File: config.mk
export PLATFORM = sky130hd
export DESIGN_NAME = x64_modrm_sib_encoder
export DESIGN_NICKNAME = d
export VERILOG_FILES = /design/src/rtl/core/x64ms_pkg.sv /design/src/rtl/core/x64ms_front.sv /design/src/rtl/core/x64ms_queue.sv /design/src/rtl/core/x64ms_back.sv /design/src/rtl/core/x64_modrm_sib_encoder.sv
export SDC_FILE = /design/constraint.sdc
export NUM_CORES = 1
export LEC_CHECK = 0
export ABC_CLOCK_PERIOD_IN_PS = 3500
export BUFFER_PORTS_ARGS = -buffer_cell sky130_fd_sc_hd__buf_4
export CORE_UTILIZATION = 29
export CTS_CLUSTER_SIZE = 8
export DETAILED_ROUTE_END_ITERATION = 10
export GPL_TIMING_DRIVEN = 0
export SLEW_MARGIN = 20
export SYNTH_ARGS = -nofsm -noshare
export SYNTH_HDL_FRONTEND = slang
export SYNTH_HIERARCHICAL = 1
export SYNTH_SLANG_ARGS = --single-unit
File: constraint.sdc
create_clock -name clk -period 3.5 [get_ports clk]
set_input_delay 0.875 -clock clk [delete_from_list [all_inputs] [get_ports clk]]
set_output_delay 0.875 -clock clk [all_outputs]
set_load 0.005 [all_outputs]
File: src/rtl/core/x64ms_pkg.sv
// ----------------------------------------------------------------------------
// x64ms_pkg
// Shared types and encoding constants for the ModRM/SIB/REX encoder.
// ----------------------------------------------------------------------------
package x64ms_pkg;

  // Input word: one register-or-memory instruction form
  typedef struct packed {
    logic               size_prefix;
    logic               rex_w;
    logic [1:0]         opcode_count;
    logic [7:0]         opcode_first;
    logic [7:0]         opcode_second;
    logic [3:0]         reg_field;
    logic [1:0]         addressing_mode;
    logic [3:0]         rm_or_base_reg;
    logic [4:0]         index_reg;
    logic [1:0]         scale_code;
    logic signed [31:0] displacement;
    logic [1:0]         byte_reg_flags;
  } in_word_t;

  // Output word: one encoded byte
  typedef struct packed {
    logic [7:0] encoded_byte;
    logic       last_byte;
    logic       displacement_start;
    logic       encode_error;
  } out_word_t;

  // Fixed byte slots of one encoding, in emission order
  localparam int NUM_SLOTS = 10;
  localparam int SLOT_PFX  = 0;
  localparam int SLOT_REX  = 1;
  localparam int SLOT_OP1  = 2;
  localparam int SLOT_OP2  = 3;
  localparam int SLOT_MODRM = 4;
  localparam int SLOT_SIB  = 5;
  localparam int SLOT_D0   = 6;

  // Classified item: slot bytes, which slots are present, and flags
  typedef struct packed {
    logic [NUM_SLOTS-1:0][7:0] bytes;
    logic [NUM_SLOTS-1:0]      mask;
    logic                      rip;
    logic                      err;
  } plan_t;

  // Addressing mode codes
  localparam logic [1:0] MODE_REG    = 2'd0;
  localparam logic [1:0] MODE_BASE   = 2'd1;
  localparam logic [1:0] MODE_NOBASE = 2'd2;
  localparam logic [1:0] MODE_RIP    = 2'd3;

  // Encoding constants
  localparam logic [7:0] PFX_OPSIZE  = 8'h66;
  localparam logic [7:0] REX_BASE    = 8'h40;
  localparam logic [7:0] MOD_REG     = 8'hC0;
  localparam logic [7:0] MOD_DISP8   = 8'h40;
  localparam logic [7:0] MOD_DISP32  = 8'h80;
  localparam logic [7:0] MOD_NODISP  = 8'h00;
  localparam logic [2:0] RM_RIP      = 3'd5;
  localparam logic [2:0] RM_SIB      = 3'd4;
  localparam logic [2:0] SIB_NO_IDX  = 3'd4;
  localparam logic [2:0] SIB_NO_BASE = 3'd5;

endpackage

File: src/rtl/core/x64ms_front.sv
// ----------------------------------------------------------------------------
// x64ms_front
// Classifies one instruction form into a plan of up to ten slot bytes.
// ----------------------------------------------------------------------------
module x64ms_front import x64ms_pkg::*; (
  input  in_word_t word_i,
  output plan_t    plan_o
);

  logic       has_idx;
  logic [3:0] rex_bits;
  logic       rex_need;
  logic [7:0] r_bits;
  logic [2:0] idx_code;
  logic [2:0] base_lo;
  logic       disp_small;
  logic       disp_none;
  logic [7:0] mod_bits;

  // REX bits and error detection
  always_comb begin
    has_idx = ~word_i.index_reg[4];
    base_lo = word_i.rm_or_base_reg[2:0];
    rex_bits[3] = word_i.rex_w;
    rex_bits[2] = word_i.reg_field[3];
    rex_bits[1] = (word_i.addressing_mode == MODE_BASE ||
                   word_i.addressing_mode == MODE_NOBASE) &&
                  has_idx && word_i.index_reg[3];
    rex_bits[0] = (word_i.addressing_mode == MODE_REG ||
                   word_i.addressing_mode == MODE_BASE) &&
                  word_i.rm_or_base_reg[3];
    rex_need = (|rex_bits) | word_i.byte_reg_flags[0];
    r_bits   = {2'b00, word_i.reg_field[2:0], 3'b000};
    idx_code = has_idx ? word_i.index_reg[2:0] : SIB_NO_IDX;
  end

  // Displacement size for base memory form
  always_comb begin
    disp_none  = (word_i.displacement == '0) && (base_lo != RM_RIP);
    disp_small = (word_i.displacement[31:7] == '0) || (word_i.displacement[31:7] == '1);
    if (disp_none) begin
      mod_bits = MOD_NODISP;
    end else if (disp_small) begin
      mod_bits = MOD_DISP8;
    end else begin
      mod_bits = MOD_DISP32;
    end
  end

  // Slot bytes and presence mask
  always_comb begin
    plan_o       = '0;
    plan_o.err   = rex_need & word_i.byte_reg_flags[1];
    plan_o.rip   = (word_i.addressing_mode == MODE_RIP);

    plan_o.bytes[SLOT_PFX] = PFX_OPSIZE;
    plan_o.mask[SLOT_PFX]  = word_i.size_prefix;
    plan_o.bytes[SLOT_REX] = REX_BASE | {4'b0000, rex_bits};
    plan_o.mask[SLOT_REX]  = rex_need;
    plan_o.bytes[SLOT_OP1] = word_i.opcode_first;
    plan_o.mask[SLOT_OP1]  = 1'b1;
    plan_o.bytes[SLOT_OP2] = word_i.opcode_second;
    plan_o.mask[SLOT_OP2]  = word_i.opcode_count[1];
    for (int i = 0; i < 4; i++) begin
      plan_o.bytes[SLOT_D0+i] = word_i.displacement[8*i +: 8];
    end
    plan_o.mask[SLOT_MODRM] = 1'b1;

    case (word_i.addressing_mode)
      MODE_REG: begin
        plan_o.bytes[SLOT_MODRM] = MOD_REG | r_bits | {5'b00000, base_lo};
      end
      MODE_RIP: begin
        plan_o.bytes[SLOT_MODRM] = r_bits | {5'b00000, RM_RIP};
        plan_o.mask[SLOT_D0+3:SLOT_D0] = 4'hF;
      end
      MODE_NOBASE: begin
        plan_o.bytes[SLOT_MODRM] = r_bits | {5'b00000, RM_SIB};
        plan_o.bytes[SLOT_SIB]   = {word_i.scale_code, idx_code, SIB_NO_BASE};
        plan_o.mask[SLOT_SIB]    = 1'b1;
        plan_o.mask[SLOT_D0+3:SLOT_D0] = 4'hF;
      end
      default: begin
        // base memory; SIB when indexed or base is rsp/r12
        if (!has_idx && base_lo != RM_SIB) begin
          plan_o.bytes[SLOT_MODRM] = mod_bits | r_bits | {5'b00000, base_lo};
        end else begin
          plan_o.bytes[SLOT_MODRM] = mod_bits | r_bits | {5'b00000, RM_SIB};
          plan_o.bytes[SLOT_SIB]   = {word_i.scale_code, idx_code, base_lo};
          plan_o.mask[SLOT_SIB]    = 1'b1;
        end
        if (mod_bits == MOD_DISP8) begin
          plan_o.mask[SLOT_D0] = 1'b1;
        end else if (mod_bits == MOD_DISP32) begin
          plan_o.mask[SLOT_D0+3:SLOT_D0] = 4'hF;
        end
      end
    endcase
  end

endmodule

File: src/rtl/core/x64ms_queue.sv
// ----------------------------------------------------------------------------
// x64ms_queue
// Two-entry queue of classified plans between front and back.
// ----------------------------------------------------------------------------
module x64ms_queue import x64ms_pkg::*; (
  input  logic  clk,
  input  logic  rst_n,
  input  logic  push_i,
  input  plan_t plan_i,
  input  logic  pop_i,
  output plan_t head_o,
  output logic  full_o,
  output logic  empty_o
);

  plan_t      mem_r [2];
  logic       wr_ptr_r, wr_ptr_nxt;
  logic       rd_ptr_r, rd_ptr_nxt;
  logic [1:0] count_r, count_nxt;

  // Pointer and occupancy update
  always_comb begin
    wr_ptr_nxt = wr_ptr_r ^ push_i;
    rd_ptr_nxt = rd_ptr_r ^ pop_i;
    count_nxt  = count_r + {1'b0, push_i} - {1'b0, pop_i};
  end

  always_ff @(posedge clk) begin
    if (!rst_n) begin
      wr_ptr_r <= 1'b0;
      rd_ptr_r <= 1'b0;
      count_r  <= 2'd0;
    end else begin
      wr_ptr_r <= wr_ptr_nxt;
      rd_ptr_r <= rd_ptr_nxt;
      count_r  <= count_nxt;
    end
  end

  // Entry storage
  always_ff @(posedge clk) begin
    if (push_i) begin
      mem_r[wr_ptr_r] <= plan_i;
    end
  end

  assign head_o  = mem_r[rd_ptr_r];
  assign full_o  = (count_r == 2'd2);
  assign empty_o = (count_r == 2'd0);

endmodule

File: src/rtl/core/x64ms_back.sv
// ----------------------------------------------------------------------------
// x64ms_back
// Walks the present slots of the head plan, one byte per cycle while the
// output is not stalled, into the output register.
// ----------------------------------------------------------------------------
module x64ms_back import x64ms_pkg::*; (
  input  logic      clk,
  input  logic      rst_n,
  input  plan_t     head_i,
  input  logic      head_valid_i,
  output logic      pop_o,
  output logic      out_valid,
  input  logic      out_stall,
  output out_word_t out_word
);

  logic [NUM_SLOTS-1:0] done_r, done_nxt;
  logic [NUM_SLOTS-1:0] remain;
  logic [NUM_SLOTS-1:0] pick;
  logic                 last;
  logic [7:0]           sel_byte;
  logic                 load;
  logic                 out_valid_r, out_valid_nxt;
  out_word_t            out_word_r, out_word_nxt;

  // Lowest remaining slot and whether it is the final one
  always_comb begin
    remain   = head_i.mask & ~done_r;
    pick     = remain & (~remain + {{(NUM_SLOTS-1){1'b0}}, 1'b1});
    last     = ((remain & (remain - {{(NUM_SLOTS-1){1'b0}}, 1'b1})) == '0);
    sel_byte = '0;
    for (int i = 0; i < NUM_SLOTS; i++) begin
      sel_byte = sel_byte | (head_i.bytes[i] & {8{pick[i]}});
    end
  end

  // Advance when output register is free or being drained
  always_comb begin
    load  = head_valid_i && (!out_valid_r || !out_stall);
    pop_o = load && (head_i.err || last);

    done_nxt = done_r;
    if (pop_o) begin
      done_nxt = '0;
    end else if (load) begin
      done_nxt = done_r | pick;
    end

    out_valid_nxt = out_valid_r;
    if (load) begin
      out_valid_nxt = 1'b1;
    end else if (!out_stall) begin
      out_valid_nxt = 1'b0;
    end

    out_word_nxt = out_word_r;
    if (load) begin
      out_word_nxt.encoded_byte       = head_i.err ? 8'h00 : sel_byte;
      out_word_nxt.last_byte          = head_i.err | last;
      out_word_nxt.displacement_start = !head_i.err && head_i.rip && pick[SLOT_D0];
      out_word_nxt.encode_error       = head_i.err;
    end
  end

  always_ff @(posedge clk) begin
    if (!rst_n) begin
      done_r      <= '0;
      out_valid_r <= 1'b0;
    end else begin
      done_r      <= done_nxt;
      out_valid_r <= out_valid_nxt;
    end
  end

  always_ff @(posedge clk) begin
    out_word_r <= out_word_nxt;
  end

  assign out_valid = out_valid_r;
  assign out_word  = out_word_r;

endmodule

File: src/rtl/core/x64_modrm_sib_encoder.sv
// ----------------------------------------------------------------------------
// x64_modrm_sib_encoder
// Encodes one x86-64 register-or-memory instruction form into a stream of
// bytes: 0x66, REX, opcode(s), ModRM, SIB and displacement as needed.
//
//   channel  direction  handshake         word
//   in_      input      in_valid/in_stall   in_word_t, one instruction form
//   out_     output     out_valid/out_stall out_word_t, one encoded byte
//
// One output word per cycle while out_stall is low; an item has as many output
// words as it has bytes (1 to 10), set by the back end's slot walker.
// Front classification is combinational into a two-entry queue, so items
// are taken while earlier ones are still being emitted.
// rst_n is synchronous, active low; it empties the queue and output register.
// out_stall holds the output register; in_stall rises only when the queue
// is full.
// ----------------------------------------------------------------------------
module x64_modrm_sib_encoder import x64ms_pkg::*; (
  input  logic      clk,
  input  logic      rst_n,
  input  logic      in_valid,
  output logic      in_stall,
  input  in_word_t  in_word,
  output logic      out_valid,
  input  logic      out_stall,
  output out_word_t out_word
);

  plan_t plan;
  plan_t head;
  logic  q_full;
  logic  q_empty;
  logic  q_pop;
  logic  q_push;

  // Front: classify
  x64ms_front u_front (
    .word_i (in_word),
    .plan_o (plan)
  );

  assign q_push   = in_valid && !q_full;
  assign in_stall = q_full;

  // Queue between front and back
  x64ms_queue u_queue (
    .clk     (clk),
    .rst_n   (rst_n),
    .push_i  (q_push),
    .plan_i  (plan),
    .pop_i   (q_pop),
    .head_o  (head),
    .full_o  (q_full),
    .empty_o (q_empty)
  );

  // Back: emit bytes
  x64ms_back u_back (
    .clk          (clk),
    .rst_n        (rst_n),
    .head_i       (head),
    .head_valid_i (!q_empty),
    .pop_o        (q_pop),
    .out_valid    (out_valid),
    .out_stall    (out_stall),
    .out_word     (out_word)
  );

  // An error word always ends its item
  a_err_last: assert property (@(posedge clk) disable iff (!rst_n)
    out_valid && out_word.encode_error |-> out_word.last_byte)
    else $error("error word not marked last");

  // An error word carries a zero byte and no patch mark
  a_err_clean: assert property (@(posedge clk) disable iff (!rst_n)
    out_valid && out_word.encode_error |->
      (out_word.encoded_byte == 8'h00) && !out_word.displacement_start)
    else $error("error word carries data");

  // Queue cannot be both full and empty
  a_queue_state: assert property (@(posedge clk) disable iff (!rst_n)
    !(q_full && q_empty))
    else $error("queue occupancy inconsistent");

  // A pop only happens on a non-empty queue
  a_pop_valid: assert property (@(posedge clk) disable iff (!rst_n)
    q_pop |-> !q_empty)
    else $error("pop from empty queue");

endmodule

==> results of run 1 <==
metrics by stage:
step	area (um2)	worst slack [ps]
finish	11900	231
global route	11900	59.2
global placement	10900	-1720
CTS	11900	129
detailed placement	11000	-155
floorplan	9830	-183
routing by layer:
metal / vias up / track usage (%) / routed length (um)
met2: 118 / 20.9 / 10200
met4: 2 / 4.82 / 657
met5: - / 0 / 17
met3: 39 / 2.60 / 1100
li1: 2517 / - / -
met1: 2603 / 15.8 / 9230
final cells by class:
class / instances / area (um2)
inverter: 8 / 30.0
sequential: 211 / 6180
buffer: 93 / 781
fill: 3187 / 21000
clock inverter: 2 / 46.3
antenna: 1 / 2.50
tap: 442 / 553
multi-input combinational: 322 / 2890
timing repair buffer: 69 / 583
clock buffer: 53 / 837
registers in the layout, summed over array words and instances (netlist names), named ones only:
register and flops:
u_back/out_word 11, u_queue/mem_r 184, u_back/out_valid 1, u_queue/wr_ptr_r 1
u_back/done_r 10, u_queue/rd_ptr_r 1, u_queue/count_r 2
power by group through the flow:
stage	Combinational, uW	Clock [uW]	Sequential (uW)
2_1_floorplan	1900	0	3410
3_5_place_dp	2710	0	3410
6_report	2680	2680	3350
4_1_cts	2720	2760	3360
5_1_grt	2900	2880	3390
3_3_place_gp	2630	0	3450
critical path: stages, from the launching register on:
cell and delay (ps):
dfxtp_1 330, buf_6 240, buf_12 190, mux2_4 320, and2b_4 170, nor4_2 260, o21ai_1 140, a2111oi_4 430
or2_2 190, and2_1 170, ha_1 240, inv_1 60, ha_1 150, xnor3_1 210, nor2b_1 100
synthesized netlist by cell type (8+ instances only):
cell,n
buf_12,8
a21oi_1,11
edfxtp_1,195
nor2_1,27
dfxtp_1,16
a31oi_1,12
buf_4,74
mux2_2,12
mux2_4,80
nor2b_1,9
inv_1,8
a222oi_1,8
nand2_1,30
ha_1,8
final timing paths:
check        cells after the start                  to  slack, ps              from
max reg2reg                     14  u_queue/count_r[1]        230          register
min reg2reg                      2    u_back/done_r[6]        480  u_back/done_r[6]
min                              2    u_back/done_r[6]        480  u_back/done_r[6]
max                             14  u_queue/count_r[1]        230          register
cell families (layout without fill, tap and decap cells):
group                    after synthesis  in the layout
flip-flops                           211            211
XOR/XNOR                               2              2
adder cells (fa/ha/maj)                8              8
multiplexers                          92             92
AO/OA/AOI/OAI                         71             71
other                                  2             15
AND/OR/NAND/NOR                      135            135
buffers and inverters                101            225
repair_timing:
action,in CTS,in global routing
endpoints found under the setup margin,0,1
gates resized for setup,0,1
hold buffers,0,0
endpoints found under the hold margin,0,0
==> results.cfg, run 1 <==
[yosys]
synth.avg_cell_area_um2 = 15.7
synth.top_cell.area_share_pct = 59.8
yosys_register_bits = 211
yosysWarnings = 6
synth_compound_gate_area_share_pct = 5.42
synthFlopType = edfxtp_1
synth_fa_ha_area_share_pct = 1.02
synthCells = 622
synth.area.top_cells = edfxtp_1, mux2_4, buf_4, dfxtp_1, buf_12
yosysTopAreaCell = edfxtp_1
synth_xor_area_share_pct = 0.320
postSynth.asyncResetShare_pct = 0
synthMuxAreaShare_pct = 13.7
synth.distinct_cells = 62
yosysSeqAreaShare_pct = 63.1
synthSimpleGateAreaFrac_pct = 8.14
synth_top_family_by_area = multiplexers
synthesis.area_um2 = 9790
synth_edf_count = 195

[finish]
fin_nets = 818
layout_common_cells = edfxtp_1, buf_4, mux2_4, clkbuf_16, nand2_1
postLayoutCoreUtil_pct = 36.2
layout_commonest_cell = edfxtp_1
final_cells = 1201
area_delta_synth_final_pct = 21.5
drive_gt1_share_pct = 40.6

[placed_design]
hpwl_mm = 15.2
gp_congestion = 0.825
port-buffer-count = 65
dp_cells = 1145

[pwr]
switchingPower_uw = 2470
power-per-cell-area_nw_per_um2 = 733
vdd_drop_max_v = 0.000331
clockPowerShare_pct = 30.8
power_leakage_uw = 0.00438
power_frac_seq_pct = 38.4
p_total_uw = 8720
pwr-share-comb_pct = 30.8
p_int_uw = 6240
switching_share_pct = 28.4

[detailed_routing]
first_pass_iters = 5
wl_per_cell_um = 17.7
antenna_left = 0
drc_errors = 0
viasPerCell = 4.40
via_count = 5279
initialDrtViolationCount = 380
wirelength_mm = 21.2

[timing]
fmax_mhz = 306
setup_violations = 0
fin_crit_sh_pct = 93.4
slew_headroom_pct = 33.6
worst_pin_slew_ps = 988
setup_tns_ps = 0
hold_ws_ps = 481
finClkSkew_ps = 18.9
rsz0062_at_grt = false
min_period_ps = 3270
drv_slew = 0
hold_viol = 0

[critical_path]
end_kind = register
required_ps = 3970
arrival_ps = 3740
path_max_fanout = 10
crit_type = reg -> reg
startpoint_type = register

[global_route]
antenna_found_initial = 2
grt_pass1_vias = 5562
grt_pass1_wl_mm = 32.4
grt_overflow = 0
grt_max_degree = 44
grt_usage_pct = 12.5

[clock_network]
clkSinkCount = 211
cts.clk_slew.worst_paths_ps = 50
cts_tree = built
cts_root_buf = clkbuf_16
worstSkewPairLatency_ps = 540
cts_buffer_depth = 3
numCtsBuffers = 30
postCtsSetupBuffers = 0
htreeDepth = 1

[job]
drv_cap = 0

[floorplanning]
ioPinCount = 88
die_w_um = 186
rows = 66
start_util_pct = 29.8
chipHeight_um = 186
core_area_um2 = 32900
die_area_um2 = 34500

[run_status]
status = complete, no violations

[hold_path]
hold_class = reg -> reg
No activity file was read; power rests on OpenSTA's default activity.
==> run 2: changes to the inputs <==
--- a/config.mk
+++ b/config.mk
@@ -7,10 +7,11 @@
 export LEC_CHECK = 0
 export ABC_CLOCK_PERIOD_IN_PS = 3500
 export BUFFER_PORTS_ARGS = -buffer_cell sky130_fd_sc_hd__buf_4
-export CORE_UTILIZATION = 29
+export CORE_UTILIZATION = 45
 export CTS_CLUSTER_SIZE = 8
 export DETAILED_ROUTE_END_ITERATION = 10
 export GPL_TIMING_DRIVEN = 0
+export PLACE_DENSITY = 0.69
 export SLEW_MARGIN = 20
 export SYNTH_ARGS = -nofsm -noshare
 export SYNTH_HDL_FRONTEND = slang
==> run 2 against run 1 <==
  * Worst setup slack worse by 53 ps
  * Wire length shrank 7.5%
  * Utilization is 19 points higher
  * Count of clock-buffer cells in the layout decreased by 13
  * Total power down 1.8%
  * Critical path type unchanged
  * Critical endpoint unchanged
  * Largest cell class unchanged
  * Largest power group unchanged
==> results.cfg, run 2 (synthesized netlist as in run 1, its figures left out) <==
[run_status]
status = complete, no violations

[clock_network]
cts.clk_slew.worst_paths_ps = 50
htreeDepth = 1
clkSinkCount = 211
cts_tree = built
worstSkewPairLatency_ps = 540
cts_root_buf = clkbuf_16
cts_buffer_depth = 3
numCtsBuffers = 30
postCtsSetupBuffers = 0

[global_route]
grt_pass1_wl_mm = 30.2
grt_usage_pct = 18.0
antenna_found_initial = 0
grt_overflow = 0
grt_max_degree = 46
grt_pass1_vias = 5521

[critical_path]
required_ps = 3960
end_kind = register
startpoint_type = register
path_max_fanout = 10
crit_type = reg -> reg
arrival_ps = 3780

[pwr]
power_leakage_uw = 0.00435
power-per-cell-area_nw_per_um2 = 736
vdd_drop_max_v = 0.000466

[detailed_routing]
antenna_left = 0
drc_errors = 0
viasPerCell = 5.26
wl_per_cell_um = 19.2
wl_met3_mm = 1.18
initialDrtViolationCount = 407
first_pass_iters = 5
wirelength_mm = 19.6
wl_met1_mm = 8.29
met2WireLength_mm = 9.66
via_count = 5364
highest_layer = met4

[timing]
rsz0062_at_grt = false
worst_pin_slew_ps = 1150
slew_headroom_pct = 23.0
finClkSkew_ps = 12.6
hold_viol = 0
drv_slew = 0
hold_ws_ps = 461
fin_crit_sh_pct = 94.9
min_period_ps = 3320
setup_violations = 0
fmax_mhz = 301

[finish]
largest_register = u_queue/mem_r
diodes = 0
drive_gt1_share_pct = 41.2
largest_reg_flops = 184
area_delta_synth_final_pct = 18.7
layout_commonest_cell = edfxtp_1
layout_common_cells = edfxtp_1, buf_4, mux2_4, clkbuf_16, nand2_1
fillers = 1641
fin_area_um2 = 11600
fin_nets = 818

[placed_design]
placed_cell_area_um2 = 10800
hpwl_mm = 13.8
port-buffer-count = 65
gp_congestion = 0.851

[floorplanning]
die_w_um = 149
start_util_pct = 46.3
chipHeight_um = 149
core_area_um2 = 21200
rows = 53
ioPinCount = 88
die_area_um2 = 22300

[hold_path]
hold_class = reg -> reg

[job]
drv_cap = 0
## run 2: layer usage
metal	vias to the layer above	global-route usage, %
met1	2613	23.3
met5	-	0
met4	0	5.15
met2	207	31.2
li1	2507	-
met3	37	3.05
## run 2: worst max-delay path, stage by stage (launching register included)
cell,delay (ps)
dfxtp_1,360
buf_8,220
buf_12,180
mux2_4,330
and2b_4,170
nor4_2,290
o21ai_1,160
a2111oi_4,380
or2_2,180
and2_1,180
ha_1,250
inv_1,60
ha_1,150
xnor3_1,220
nor2b_1,120
## run 2: path summary, 6_finish.rpt
path / startpoint / endpoint / slack (ps) / cells past startpoint
hold / removal: u_back/done_r[5] / u_back/done_r[5] / 460 / 2
setup reg to reg: register / u_queue/count_r[1] / 180 / 14
hold reg to reg: u_back/done_r[5] / u_back/done_r[5] / 460 / 2
setup / recovery: register / u_queue/count_r[1] / 180 / 14
## run 2: area by class of cell
type | instances | area, um2 | area share (%)
sequential | 211 | 6180 | 53.1
buffer | 93 | 786 | 6.76
timing repair buffer | 69 | 576 | 4.95
tap | 275 | 344 | 2.96
inverter | 8 | 30.0 | 0.258
clock buffer | 40 | 788 | 6.78
multi-input combinational | 322 | 2890 | 24.8
clock inverter | 2 | 37.5 | 0.323
## run 2: stage by stage
step	setup TNS, ps	total power (uW)	cells	util [%]	setup slack, ps
floorplan	-33670	5310	634	-	-183
global placement	-265840	5990	974	50.4	-1460
detailed placement	-152	6070	978	50.9	-121
CTS	0	8610	1020	54.9	60.8
global route	0	8930	1020	54.9	27.9
finish	0	8560	1020	54.9	178
## run 2: timing repair
item	4_1_cts	5_1_grt
hold buffers	0	0
resized for setup	0	4
endpoints found under the hold margin	0	0
setup endpoints to repair	0	2
## run 2: report_power, final
part | total [uW] | switching [uW] | internal (uW) | leakage (uW)
Combinational | 2680 | 1350 | 1330 | 0.00200
Sequential | 3360 | 112 | 3250 | 0.00196
Clock | 2520 | 974 | 1540 | 0.000393
